==> src/rtl/afp_pkg.sv <==
// Shared types, codes and helpers for the converter frame parser.
package afp_pkg;

  localparam logic [7:0] SUM_SEED   = 8'h9B;
  localparam logic [7:0] CRC_POLY   = 8'h07;
  localparam logic [2:0] DATA_BYTES = 3'd4;
  localparam logic [7:0] NEW_DATA_BIT = 8'h40;

  // register indexes on the APB port
  localparam logic [1:0] REG_INTERFACE_KNOWN = 2'd0;
  localparam logic [1:0] REG_STATUS_BYTE_ON  = 2'd1;
  localparam logic [1:0] REG_INTEGRITY_MODE  = 2'd2;
  localparam logic [1:0] REG_FAULT_MASK      = 2'd3;

  // integrity trailer kinds
  localparam logic [1:0] INTEG_NONE = 2'd0;
  localparam logic [1:0] INTEG_SUM  = 2'd1;

  typedef enum logic [2:0] {
    OC_OK         = 3'd0,
    OC_NOT_CONFIG = 3'd1,
    OC_MISMATCH   = 3'd2,
    OC_FAULT      = 3'd3,
    OC_NO_DATA    = 3'd4
  } outcome_t;

  typedef struct packed {
    logic       interface_known;
    logic       status_byte_on;
    logic [1:0] integrity_mode;
    logic [7:0] fault_mask;
  } cfg_t;

  typedef struct packed {
    outcome_t          outcome;
    logic              saturated;
    logic [7:0]        status_raw;
    logic signed [31:0] conversion_code;
  } res_t;

  // CRC-8, polynomial 0x07, one byte, MSB first
  function automatic logic [7:0] crc8_update(input logic [7:0] crc, input logic [7:0] b);
    logic [7:0] c;
    c = crc ^ b;
    for (int i = 0; i < 8; i++) begin
      if (c[7]) begin
        c = {c[6:0], 1'b0} ^ CRC_POLY;
      end else begin
        c = {c[6:0], 1'b0};
      end
    end
    return c;
  endfunction

endpackage

==> src/rtl/afp_apb_regs.sv <==
// APB configuration registers of the frame parser.
module afp_apb_regs (
  input  logic          clk,
  input  logic          rst,
  input  logic          psel,
  input  logic          penable,
  input  logic          pwrite,
  input  logic [3:0]    paddr,
  input  logic [31:0]   pwdata,
  output logic [31:0]   prdata,
  output logic          pready,
  output afp_pkg::cfg_t cfg
);
  import afp_pkg::*;

  logic [1:0] reg_idx;
  logic       wr_en;

  assign reg_idx = paddr[3:2];
  assign wr_en   = psel && penable && pwrite;
  assign pready  = 1'b1;

  always_ff @(posedge clk) begin
    if (rst) begin
      cfg.interface_known <= 1'b0;
      cfg.status_byte_on  <= 1'b1;
      cfg.integrity_mode  <= INTEG_SUM;
      cfg.fault_mask      <= 8'd30;
    end else if (wr_en) begin
      unique case (reg_idx)
        REG_INTERFACE_KNOWN: cfg.interface_known <= pwdata[0];
        REG_STATUS_BYTE_ON:  cfg.status_byte_on  <= pwdata[0];
        REG_INTEGRITY_MODE:  cfg.integrity_mode  <= pwdata[1:0];
        REG_FAULT_MASK:      cfg.fault_mask      <= pwdata[7:0];
        default: ;
      endcase
    end
  end

  always_comb begin
    unique case (reg_idx)
      REG_INTERFACE_KNOWN: prdata = {31'd0, cfg.interface_known};
      REG_STATUS_BYTE_ON:  prdata = {31'd0, cfg.status_byte_on};
      REG_INTEGRITY_MODE:  prdata = {30'd0, cfg.integrity_mode};
      REG_FAULT_MASK:      prdata = {24'd0, cfg.fault_mask};
      default:             prdata = 32'd0;
    endcase
  end

endmodule

==> src/rtl/afp_parser.sv <==
// Frame state and per-byte parse step: accumulators, integrity check, outcome.
module afp_parser (
  input  logic          clk,
  input  logic          rst,
  input  afp_pkg::cfg_t cfg,
  input  logic          step,
  input  logic [7:0]    rx_byte,
  input  logic          frame_start,
  output logic          res_valid,
  output afp_pkg::res_t res
);
  import afp_pkg::*;

  logic [2:0]  pos, pos_next;
  logic        disc, disc_next;
  logic [7:0]  stat, stat_next;
  logic [31:0] shift, shift_next;
  logic [7:0]  sum, sum_next;
  logic [7:0]  crc, crc_next;

  logic        first;
  logic [2:0]  base_pos;
  logic [7:0]  base_stat;
  logic [31:0] base_shift;
  logic [7:0]  base_sum;
  logic [7:0]  base_crc;
  logic [2:0]  data_idx;
  logic        is_end;
  logic        mismatch;
  logic        integ;
  logic [7:0]  chk_byte;
  logic [7:0]  stat_out;
  logic        sat;

  assign first = frame_start || (pos == 3'd0 && !disc);
  assign integ = cfg.integrity_mode != INTEG_NONE;

  always_comb begin
    pos_next   = pos;
    disc_next  = disc;
    stat_next  = stat;
    shift_next = shift;
    sum_next   = sum;
    crc_next   = crc;
    res_valid  = 1'b0;
    res        = '0;
    res.outcome = OC_OK;
    is_end     = 1'b0;
    mismatch   = 1'b0;
    chk_byte   = 8'd0;
    stat_out   = 8'd0;
    sat        = 1'b0;

    // a first byte sees cleared frame state
    base_pos   = first ? 3'd0  : pos;
    base_stat  = first ? 8'd0  : stat;
    base_shift = first ? 32'd0 : shift;
    base_sum   = first ? SUM_SEED : sum;
    base_crc   = first ? 8'd0  : crc;
    data_idx   = base_pos - {2'd0, cfg.status_byte_on};

    if (!first && disc) begin
      // drop bytes until the next frame start
    end else if (first && !cfg.interface_known) begin
      pos_next    = 3'd0;
      disc_next   = 1'b1;
      stat_next   = 8'd0;
      shift_next  = 32'd0;
      sum_next    = SUM_SEED;
      crc_next    = 8'd0;
      res_valid   = 1'b1;
      res.outcome = OC_NOT_CONFIG;
    end else begin
      pos_next   = base_pos;
      disc_next  = 1'b0;
      stat_next  = base_stat;
      shift_next = base_shift;
      sum_next   = base_sum;
      crc_next   = base_crc;
      if (cfg.status_byte_on && base_pos == 3'd0) begin
        stat_next = rx_byte;
      end else if (data_idx < DATA_BYTES) begin
        shift_next = {base_shift[23:0], rx_byte};
        sum_next   = base_sum + rx_byte;
        crc_next   = crc8_update(base_crc, rx_byte);
        is_end     = (data_idx == DATA_BYTES - 3'd1) && !integ;
      end else begin
        is_end   = 1'b1;
        chk_byte = (cfg.integrity_mode == INTEG_SUM) ? base_sum : base_crc;
        mismatch = integ && (rx_byte != chk_byte);
      end

      stat_out = cfg.status_byte_on ? stat_next : 8'd0;
      sat      = (shift_next == 32'h7FFF_FFFF) || (shift_next == 32'h8000_0000);

      if (is_end) begin
        pos_next       = 3'd0;
        disc_next      = 1'b1;
        res_valid      = 1'b1;
        res.status_raw = stat_out;
        if (mismatch) begin
          res.outcome = OC_MISMATCH;
        end else begin
          res.conversion_code = shift_next;
          res.saturated       = sat;
          priority if (cfg.status_byte_on && (stat_next & cfg.fault_mask) != 8'd0) begin
            res.outcome = OC_FAULT;
          end else if (cfg.status_byte_on && (stat_next & NEW_DATA_BIT) == 8'd0) begin
            res.outcome = OC_NO_DATA;
          end else if (sat) begin
            res.outcome = OC_FAULT;
          end else begin
            res.outcome = OC_OK;
          end
        end
      end else begin
        pos_next = base_pos + 3'd1;
      end
    end
  end

  always_ff @(posedge clk) begin
    if (rst) begin
      pos   <= 3'd0;
      disc  <= 1'b0;
      stat  <= 8'd0;
      shift <= 32'd0;
      sum   <= SUM_SEED;
      crc   <= 8'd0;
    end else if (step) begin
      pos   <= pos_next;
      disc  <= disc_next;
      stat  <= stat_next;
      shift <= shift_next;
      sum   <= sum_next;
      crc   <= crc_next;
    end
  end

endmodule

==> src/rtl/adc_conversion_frame_parser_unit.sv <==
// Top level of the converter frame parser: input register, parse step, result register.
// A held byte is parsed and its result registered while the output is not stalled.
// Throughput: one byte per cycle without output stalls, limited by the single parse step.
// A result stalled at the output holds one byte in the input register, then s_tready drops.
// Reset (rst, synchronous) clears the frame state, the stream valids and the registers
// to their defaults: not configured, status byte on, additive checksum, fault mask 0x1E.
module adc_conversion_frame_parser_unit (
  input  logic        clk,
  input  logic        rst,
  input  logic        s_tvalid,
  output logic        s_tready,
  input  logic [7:0]  s_tdata,   // [7:0] rx_byte
  input  logic [0:0]  s_tuser,   // [0] frame_start
  output logic        m_tvalid,
  input  logic        m_tready,
  output logic [39:0] m_tdata,   // [31:0] conversion_code, [39:32] status_raw
  output logic [3:0]  m_tuser,   // [0] saturated, [3:1] outcome
  input  logic        psel,
  input  logic        penable,
  input  logic        pwrite,
  input  logic [3:0]  paddr,
  input  logic [31:0] pwdata,
  output logic [31:0] prdata,
  output logic        pready
);
  import afp_pkg::*;

  cfg_t       cfg;
  logic       in_valid;
  logic [7:0] in_byte;
  logic       in_start;
  logic       advance;
  logic       res_valid;
  res_t       res;
  res_t       out_res;

  afp_apb_regs u_regs (
    .clk     (clk),
    .rst     (rst),
    .psel    (psel),
    .penable (penable),
    .pwrite  (pwrite),
    .paddr   (paddr),
    .pwdata  (pwdata),
    .prdata  (prdata),
    .pready  (pready),
    .cfg     (cfg)
  );

  afp_parser u_parser (
    .clk         (clk),
    .rst         (rst),
    .cfg         (cfg),
    .step        (advance),
    .rx_byte     (in_byte),
    .frame_start (in_start),
    .res_valid   (res_valid),
    .res         (res)
  );

  // advance the held request when the result register is free or being drained
  assign advance  = in_valid && (!m_tvalid || m_tready);
  assign s_tready = !in_valid || advance;

  always_ff @(posedge clk) begin
    if (rst) begin
      in_valid <= 1'b0;
    end else if (s_tready) begin
      in_valid <= s_tvalid;
    end
  end

  always_ff @(posedge clk) begin
    if (s_tready && s_tvalid) begin
      in_byte  <= s_tdata;
      in_start <= s_tuser[0];
    end
  end

  always_ff @(posedge clk) begin
    if (rst) begin
      m_tvalid <= 1'b0;
    end else if (advance) begin
      m_tvalid <= res_valid;
    end else if (m_tready) begin
      m_tvalid <= 1'b0;
    end
  end

  always_ff @(posedge clk) begin
    if (advance && res_valid) begin
      out_res <= res;
    end
  end

  assign m_tdata = {out_res.status_raw, out_res.conversion_code};
  assign m_tuser = {out_res.outcome, out_res.saturated};

endmodule

==> config.mk <==
export PLATFORM = sky130hd
export DESIGN_NAME = adc_conversion_frame_parser_unit
export DESIGN_NICKNAME = d
export VERILOG_FILES = /design/src/rtl/afp_pkg.sv /design/src/rtl/afp_apb_regs.sv /design/src/rtl/afp_parser.sv /design/src/rtl/adc_conversion_frame_parser_unit.sv
export SDC_FILE = /design/constraint.sdc
export NUM_CORES = 1
export LEC_CHECK = 0
export ABC_CLOCK_PERIOD_IN_PS = 3100
export BUFFER_PORTS_ARGS = -buffer_cell sky130_fd_sc_hd__buf_4
export CAP_MARGIN = 30
export CORE_ASPECT_RATIO = 1.4
export CORE_UTILIZATION = 51
export CTS_CLUSTER_SIZE = 16
export DETAILED_ROUTE_END_ITERATION = 6
export PLACE_DENSITY = 0.77
export SLEW_MARGIN = 20
export SYNTH_ARGS = -nofsm -noshare
export SYNTH_HDL_FRONTEND = slang
export SYNTH_SLANG_ARGS = --single-unit
==> constraint.sdc <==
create_clock -name clk -period 3.1 [get_ports clk]
set_clock_uncertainty 0.05 [all_clocks]
set_input_delay 0.31 -clock clk [delete_from_list [all_inputs] [get_ports clk]]
set_output_delay 0.31 -clock clk [all_outputs]
set_load 0.05 [all_outputs]
* Yosys cells after proc, flatten, opt, wreduce, memory -nomap -nowiden *
Cells that the tools add are included.

word-level totals
  register bits = 127
  input bits = 52
  output and inout bits = 79
  logic and storage cells = 166

operators by class
  $add $sub $neg = 3
  magnitude comparators = 1
  eq/ne operators = 8
  multiplexer cells = 82
  bitwise logic cells = 13
  reduce and logical (&&, ||, !) cells = 39

operators by type and width
  cell                                             count
  2-to-1 mux 8 bit                                 43
  2-to-1 mux 32 bit                                7
  one-hot mux 32 bit (4 select lines)              1
  2-to-1 mux 42 bit                                1
  2-to-1 mux 3 bit                                 12
  == test 32 x 31 -> 1 bit, second input constant  1
  == test 32 bit, second input constant            1
  inverter 3 bit                                   8
  2-to-1 mux 1 bit                                 15
  logical AND 1 bit                                13
  AND reduction 2 bit                              5
  adder 8 bit                                      1
  AND 8 bit                                        1
  logical NOT 8 bit                                1
  inequality test 8 bit                            1
  nonzero test 8 bit                               1
  OR reduction 4 bit                               2
  bitwise XOR 8 bit                                1
  logical NOT 1 bit                                6
  logical NOT 3 bit                                2
  2-to-1 mux 2 bit                                 3
  OR reduction 5 bit                               1
  == test 2 x 1 -> 1 bit, second input constant    2
  == test 2 bit, second input constant             2
  9 further kinds                                  15

* Longest topological paths before layout *
  word-level depth = 52
  mapped depth = 15
  depth with buffers taken out = 11

* Hierarchy *
Synthesis repeated with hierarchy kept, for this count alone.

unflattened totals
  cells, all modules = 725
  area, all modules = 7035.5 sq um

modules (own cells, without submodules)
  module                            times used  cells each  area each (sq um)  sequential area each (sq um)
  afp_parser                        1           569         4484.3             1201.2
  adc_conversion_frame_parser_unit  1           64          1694.1             1631.6
  afp_apb_regs                      1           92          857.1              240.2

* Least setup slack after synthesis *
Ideal clock, no wire load.

  path type = register to register
  from = register u_parser.pos[0]
  to = register u_parser.sum[7]
  setup time = 70 ps
  arrival time = 3014 ps
  path slack = -35 ps
  stages on the path, launching flop included = 15
  path buffers = 3
  clock period less this slack = 3135 ps
  cells stage by stage = dfxtp_1 -> nor4_4 -> buf_6 -> nor2_1 -> clkbuf_1 -> clkbuf_1 -> and2_1 -> ha_1 -> inv_1 -> o21ai_0 -> a2111oi_0 -> nor3_1 -> mux2i_1 -> mux2_2 -> o21bai_1

between the ends
  longest elaborated chain between the ends = 9

RTL lines
  item                        RTL line           text
  start, declared             afp_parser.sv:14   logic [2:0] pos, pos_next;
  start signal, assigned      afp_parser.sv:131  pos <= pos_next;
  logical NOT 3 bit           afp_parser.sv:35   assign first = frame_start || (pos == 3'd0 && !disc);
  logical AND 1 bit           afp_parser.sv:35
  logical OR 1 bit            afp_parser.sv:35
  2-to-1 mux 3 bit            afp_parser.sv:55   base_pos = first ? 3'd0 : pos;
  subtractor 3 x 1 -> 3 bit   afp_parser.sv:60   data_idx = base_pos - {2'd0, cfg.status_byte_on};
  less-than comparator 3 bit  afp_parser.sv:82   end else if (data_idx < DATA_BYTES) begin
  2-to-1 mux 8 bit            afp_parser.sv:82
  2-to-1 mux 8 bit            afp_parser.sv:80   if (cfg.status_byte_on && base_pos == 3'd0) begin
  2-to-1 mux 8 bit            afp_parser.sv:64   end else if (first && !cfg.interface_known) begin
  end signal, assigned        afp_parser.sv:135  sum <= sum_next;
  end, declared               afp_parser.sv:18   logic [7:0] sum, sum_next;

Parallel ways exist; a longest one is shown, timed or not.
A chain may end at the register's enable or synchronous reset.

* Worst setup path in the final report *
  from = register in_start
  to = register u_parser.sum[7]

between the ends
  longest elaborated chain between the ends = 7

RTL lines
  item                        RTL line                                text
  start, declared             adc_conversion_frame_parser_unit.sv:31  logic in_start;
  start signal, assigned      adc_conversion_frame_parser_unit.sv:76  in_start <= s_tuser[0];
  logical OR 1 bit *          afp_parser.sv:35
  2-to-1 mux 3 bit            afp_parser.sv:55
  subtractor 3 x 1 -> 3 bit   afp_parser.sv:60
  less-than comparator 3 bit  afp_parser.sv:82
  2-to-1 mux 8 bit            afp_parser.sv:82
  2-to-1 mux 8 bit            afp_parser.sv:80
  2-to-1 mux 8 bit            afp_parser.sv:64

Mark *: on every way between the ends. The rest lies on a longest branch, timed or not.

==> run summary <==
Worst path max stage delay: 0.43 ns
Reg clk slew, reported paths: 0.06 ns
Commonest cells after routing, fill and taps aside: 108 x buf_4, 105 x nand2_1, 95 x nor2_1
RePlAce Congestion: 0.900
Die height: 142 um
Number of enable flip-flop cells after synthesis: 53
Crit-path max FO: 30
Design Power: 4.43 mW
Drt total wl: 18100 um
HP Class: in2reg
Netlist cell types: 69
I/O pins: 131
Post-route ant nets: 0
FF+latch count, synth: 127
Final core utilization: 63.0%
Setup slack, reg-to-reg: 0.10 ns
Worst EP required: 3.39 ns
Worst-Skew Late Latency: 0.42 ns
Max_slew headroom: 42.6%
Final Hold Viols: 0
Post-synthesis sequential area ratio: 43.3%
Global Route Usage Sum: 25.9%
First-pass GRT wire length: 28700 um
CTS root buffer: clkbuf_16
PD cells: 523 nW/um^2
Die area: 14400 um^2
WL per Instance: 17.1 um
Top delay family on crit path: compound AO/OA/AOI/OAI gates
Number of vias per cell: 5.94
Startpoint types: flop
Setup violations, final: 0
Slew @ Worst Pin: 0.858 ns
CTS tree: built
Grt ovf: 0
Clock buffer depth: 2
Achievable Freq: 333 MHz
Die W: 102 um
Antenna diode count: 0
Hold_buf cts: 0
Most used DFF post-synth: dfxtp_1
Post-route cell area: 8480 um^2
Share of cells above drive strength 1: 22.0%
Most common cell after layout, fill and taps aside: buf_4
Leakage Power: 3.04 nW
Initial Util: 52.7%
Post-synthesis cell count: 792
Drt pass-1 iters: 5
Period minus WS final: 3.00 ns
CP endpoint kind: flop
Crit path cell chain: buf_12 -> or3_1 -> ha_1 -> a21oi_2 -> o21ai_1 -> a2111oi_2 -> nor3_2 -> mux2i_1 -> mux2_2 -> o21bai_1
Cell Area, Placed: 7790 um^2
Final Cycle Share: 96.8%
Fillers: 1116
Area grow syn2layout: 19.5%
Mean Syn Cell Area: 8.96 um^2
DPL Wire Length: 12100 um
Initial antenna violation count: 0
Port buffer count: 79
FP Rows: 50
TritonCTS buffer count: 17
Via count: 6256
Slew Limit Fails: 0
DRC Markers: 0
Largest net degree at the start of global routing: 54
Post-Syn Area: 7090 um^2
Clk sinks: 127
Fin nets: 920
Min Hold Slack: 0.0128 ns
CP bufs+invs: 1
# Max-Cap Violations: 0
Status: complete, no violations
Max IR drop VDD: 0.338 mV
Placed cells: 1020
CP max stage cell: or3_1
First DRT Iteration DRCs: 482
Core region area: 13500 um^2
Worst Path Arrival: 3.29 ns
FFs w/ async S/R, synth: 0%
Crit Path Category: reg2reg
Vias in the first global route: 5689
H-tree level count: 4
YS warnings: 0
Post-Layout Cell Count: 1054
-- worst reg2reg max path, delay by kind of cell, from the launching register on --
family	cells	cell delay (ns)
buffers and inverters	1	0.19
flip-flops	1	0.42
multiplexers	2	0.59
AO/OA/AOI/OAI	4	0.79
AND/OR/NAND/NOR	2	0.55
adder cells (fa/ha/maj)	1	0.32
-- cell usage after synthesis (13+ instances only) --
cell | instances | area share [%]
xnor2_1 | 25 | 3.1
dfxtp_1 | 74 | 21
o21ai_0 | 13 | 0.92
nand2_1 | 105 | 5.6
a22oi_1 | 48 | 5.1
nor3_1 | 17 | 1.2
edfxtp_1 | 53 | 22
nand3_1 | 17 | 1.2
clkbuf_1 | 40 | 2.1
a21oi_1 | 34 | 2.4
nor2_1 | 97 | 5.1
buf_4 | 27 | 2.9
a21oi_2 | 20 | 2.5
and3_1 | 14 | 1.2
-- final cells by class --
| class | count | area (um^2) | area share, % |
|---|---|---|---|
| multi-input cells | 592 | 3640 | 43.0 |
| flip-flops and latches | 127 | 3070 | 36.3 |
| repair buffers | 112 | 873 | 10.3 |
| clock buffers | 20 | 468 | 5.52 |
| well taps | 182 | 228 | 2.69 |
| clock inverters | 12 | 158 | 1.86 |
| inverters | 9 | 33.8 | 0.398 |
-- sequential cells by signal, indices dropped and copies added (netlist names), 3 cells and up --
signal,flops
m_tdata,40
u_parser.crc,8
m_tuser,4
u_parser.stat,8
in_byte,8
u_regs.cfg,12
u_parser.sum,8
u_parser.pos,3
u_parser.shift,32
-- cell families (layout without fill, tap and decap cells) --
group | after synthesis | after routing | share of synthesized area (%)
flops | 127 | 127 | 43.3
compound gates | 177 | 177 | 17.9
fa+ha+maj | 9 | 9 | 1.69
mux | 17 | 17 | 2.65
other cells | 2 | 25 | 0.106
xor+xnor | 37 | 37 | 5.17
buf+inv | 96 | 153 | 7.21
simple gates | 327 | 327 | 21.9
-- layer usage --
layer / up-vias / share of wire [%] / global-route usage, %
li1: 2943 / - / -
met3: 63 / 6.5 / 5.02
met1: 2942 / 38 / 30.9
met4: 0 / 4.2 / 14.2
met5: - / 0 / 0
met2: 308 / 51 / 43.3
-- through the flow --
step / setup TNS, ns / setup WS, ns
6_report: 0 / 0.101
2_1_floorplan: 0 / 0.00286
5_1_grt: -0.00616 / -0.00466
4_1_cts: 0 / 0.0108
3_5_place_dp: 0 / 0.0369
3_3_place_gp: 0 / 0.102
-- report_power, final --
part           internal [mW]  total [mW]  switching, mW  leakage, nW
Clock                   1.34        2.08          0.741        0.309
Combinational          0.167       0.545          0.378         1.62
Sequential              1.78        1.81         0.0267         1.11
Total                   3.29        4.43           1.15         3.04
-- final timing paths --
path / start / end / depth (start not counted)
worst max-delay path: in_start$_DFFE_PP_ / u_parser.sum[7]$_SDFFE_PP1P_ / 10
worst min-delay path: s_tuser / in_start$_DFFE_PP_ / 1
worst max register to register: in_start$_DFFE_PP_ / u_parser.sum[7]$_SDFFE_PP1P_ / 10
worst min register to register: u_regs.cfg[6]$_SDFFE_PP0P_ / u_regs.cfg[6]$_SDFFE_PP0P_ / 2
-- what timing repair did --
item,4_1_cts,5_1_grt
setup buffers,0,2
gates resized for setup,0,12
pin swaps,1,2
setup endpoints to repair,1,91
(Power assumes the default switching activity.)
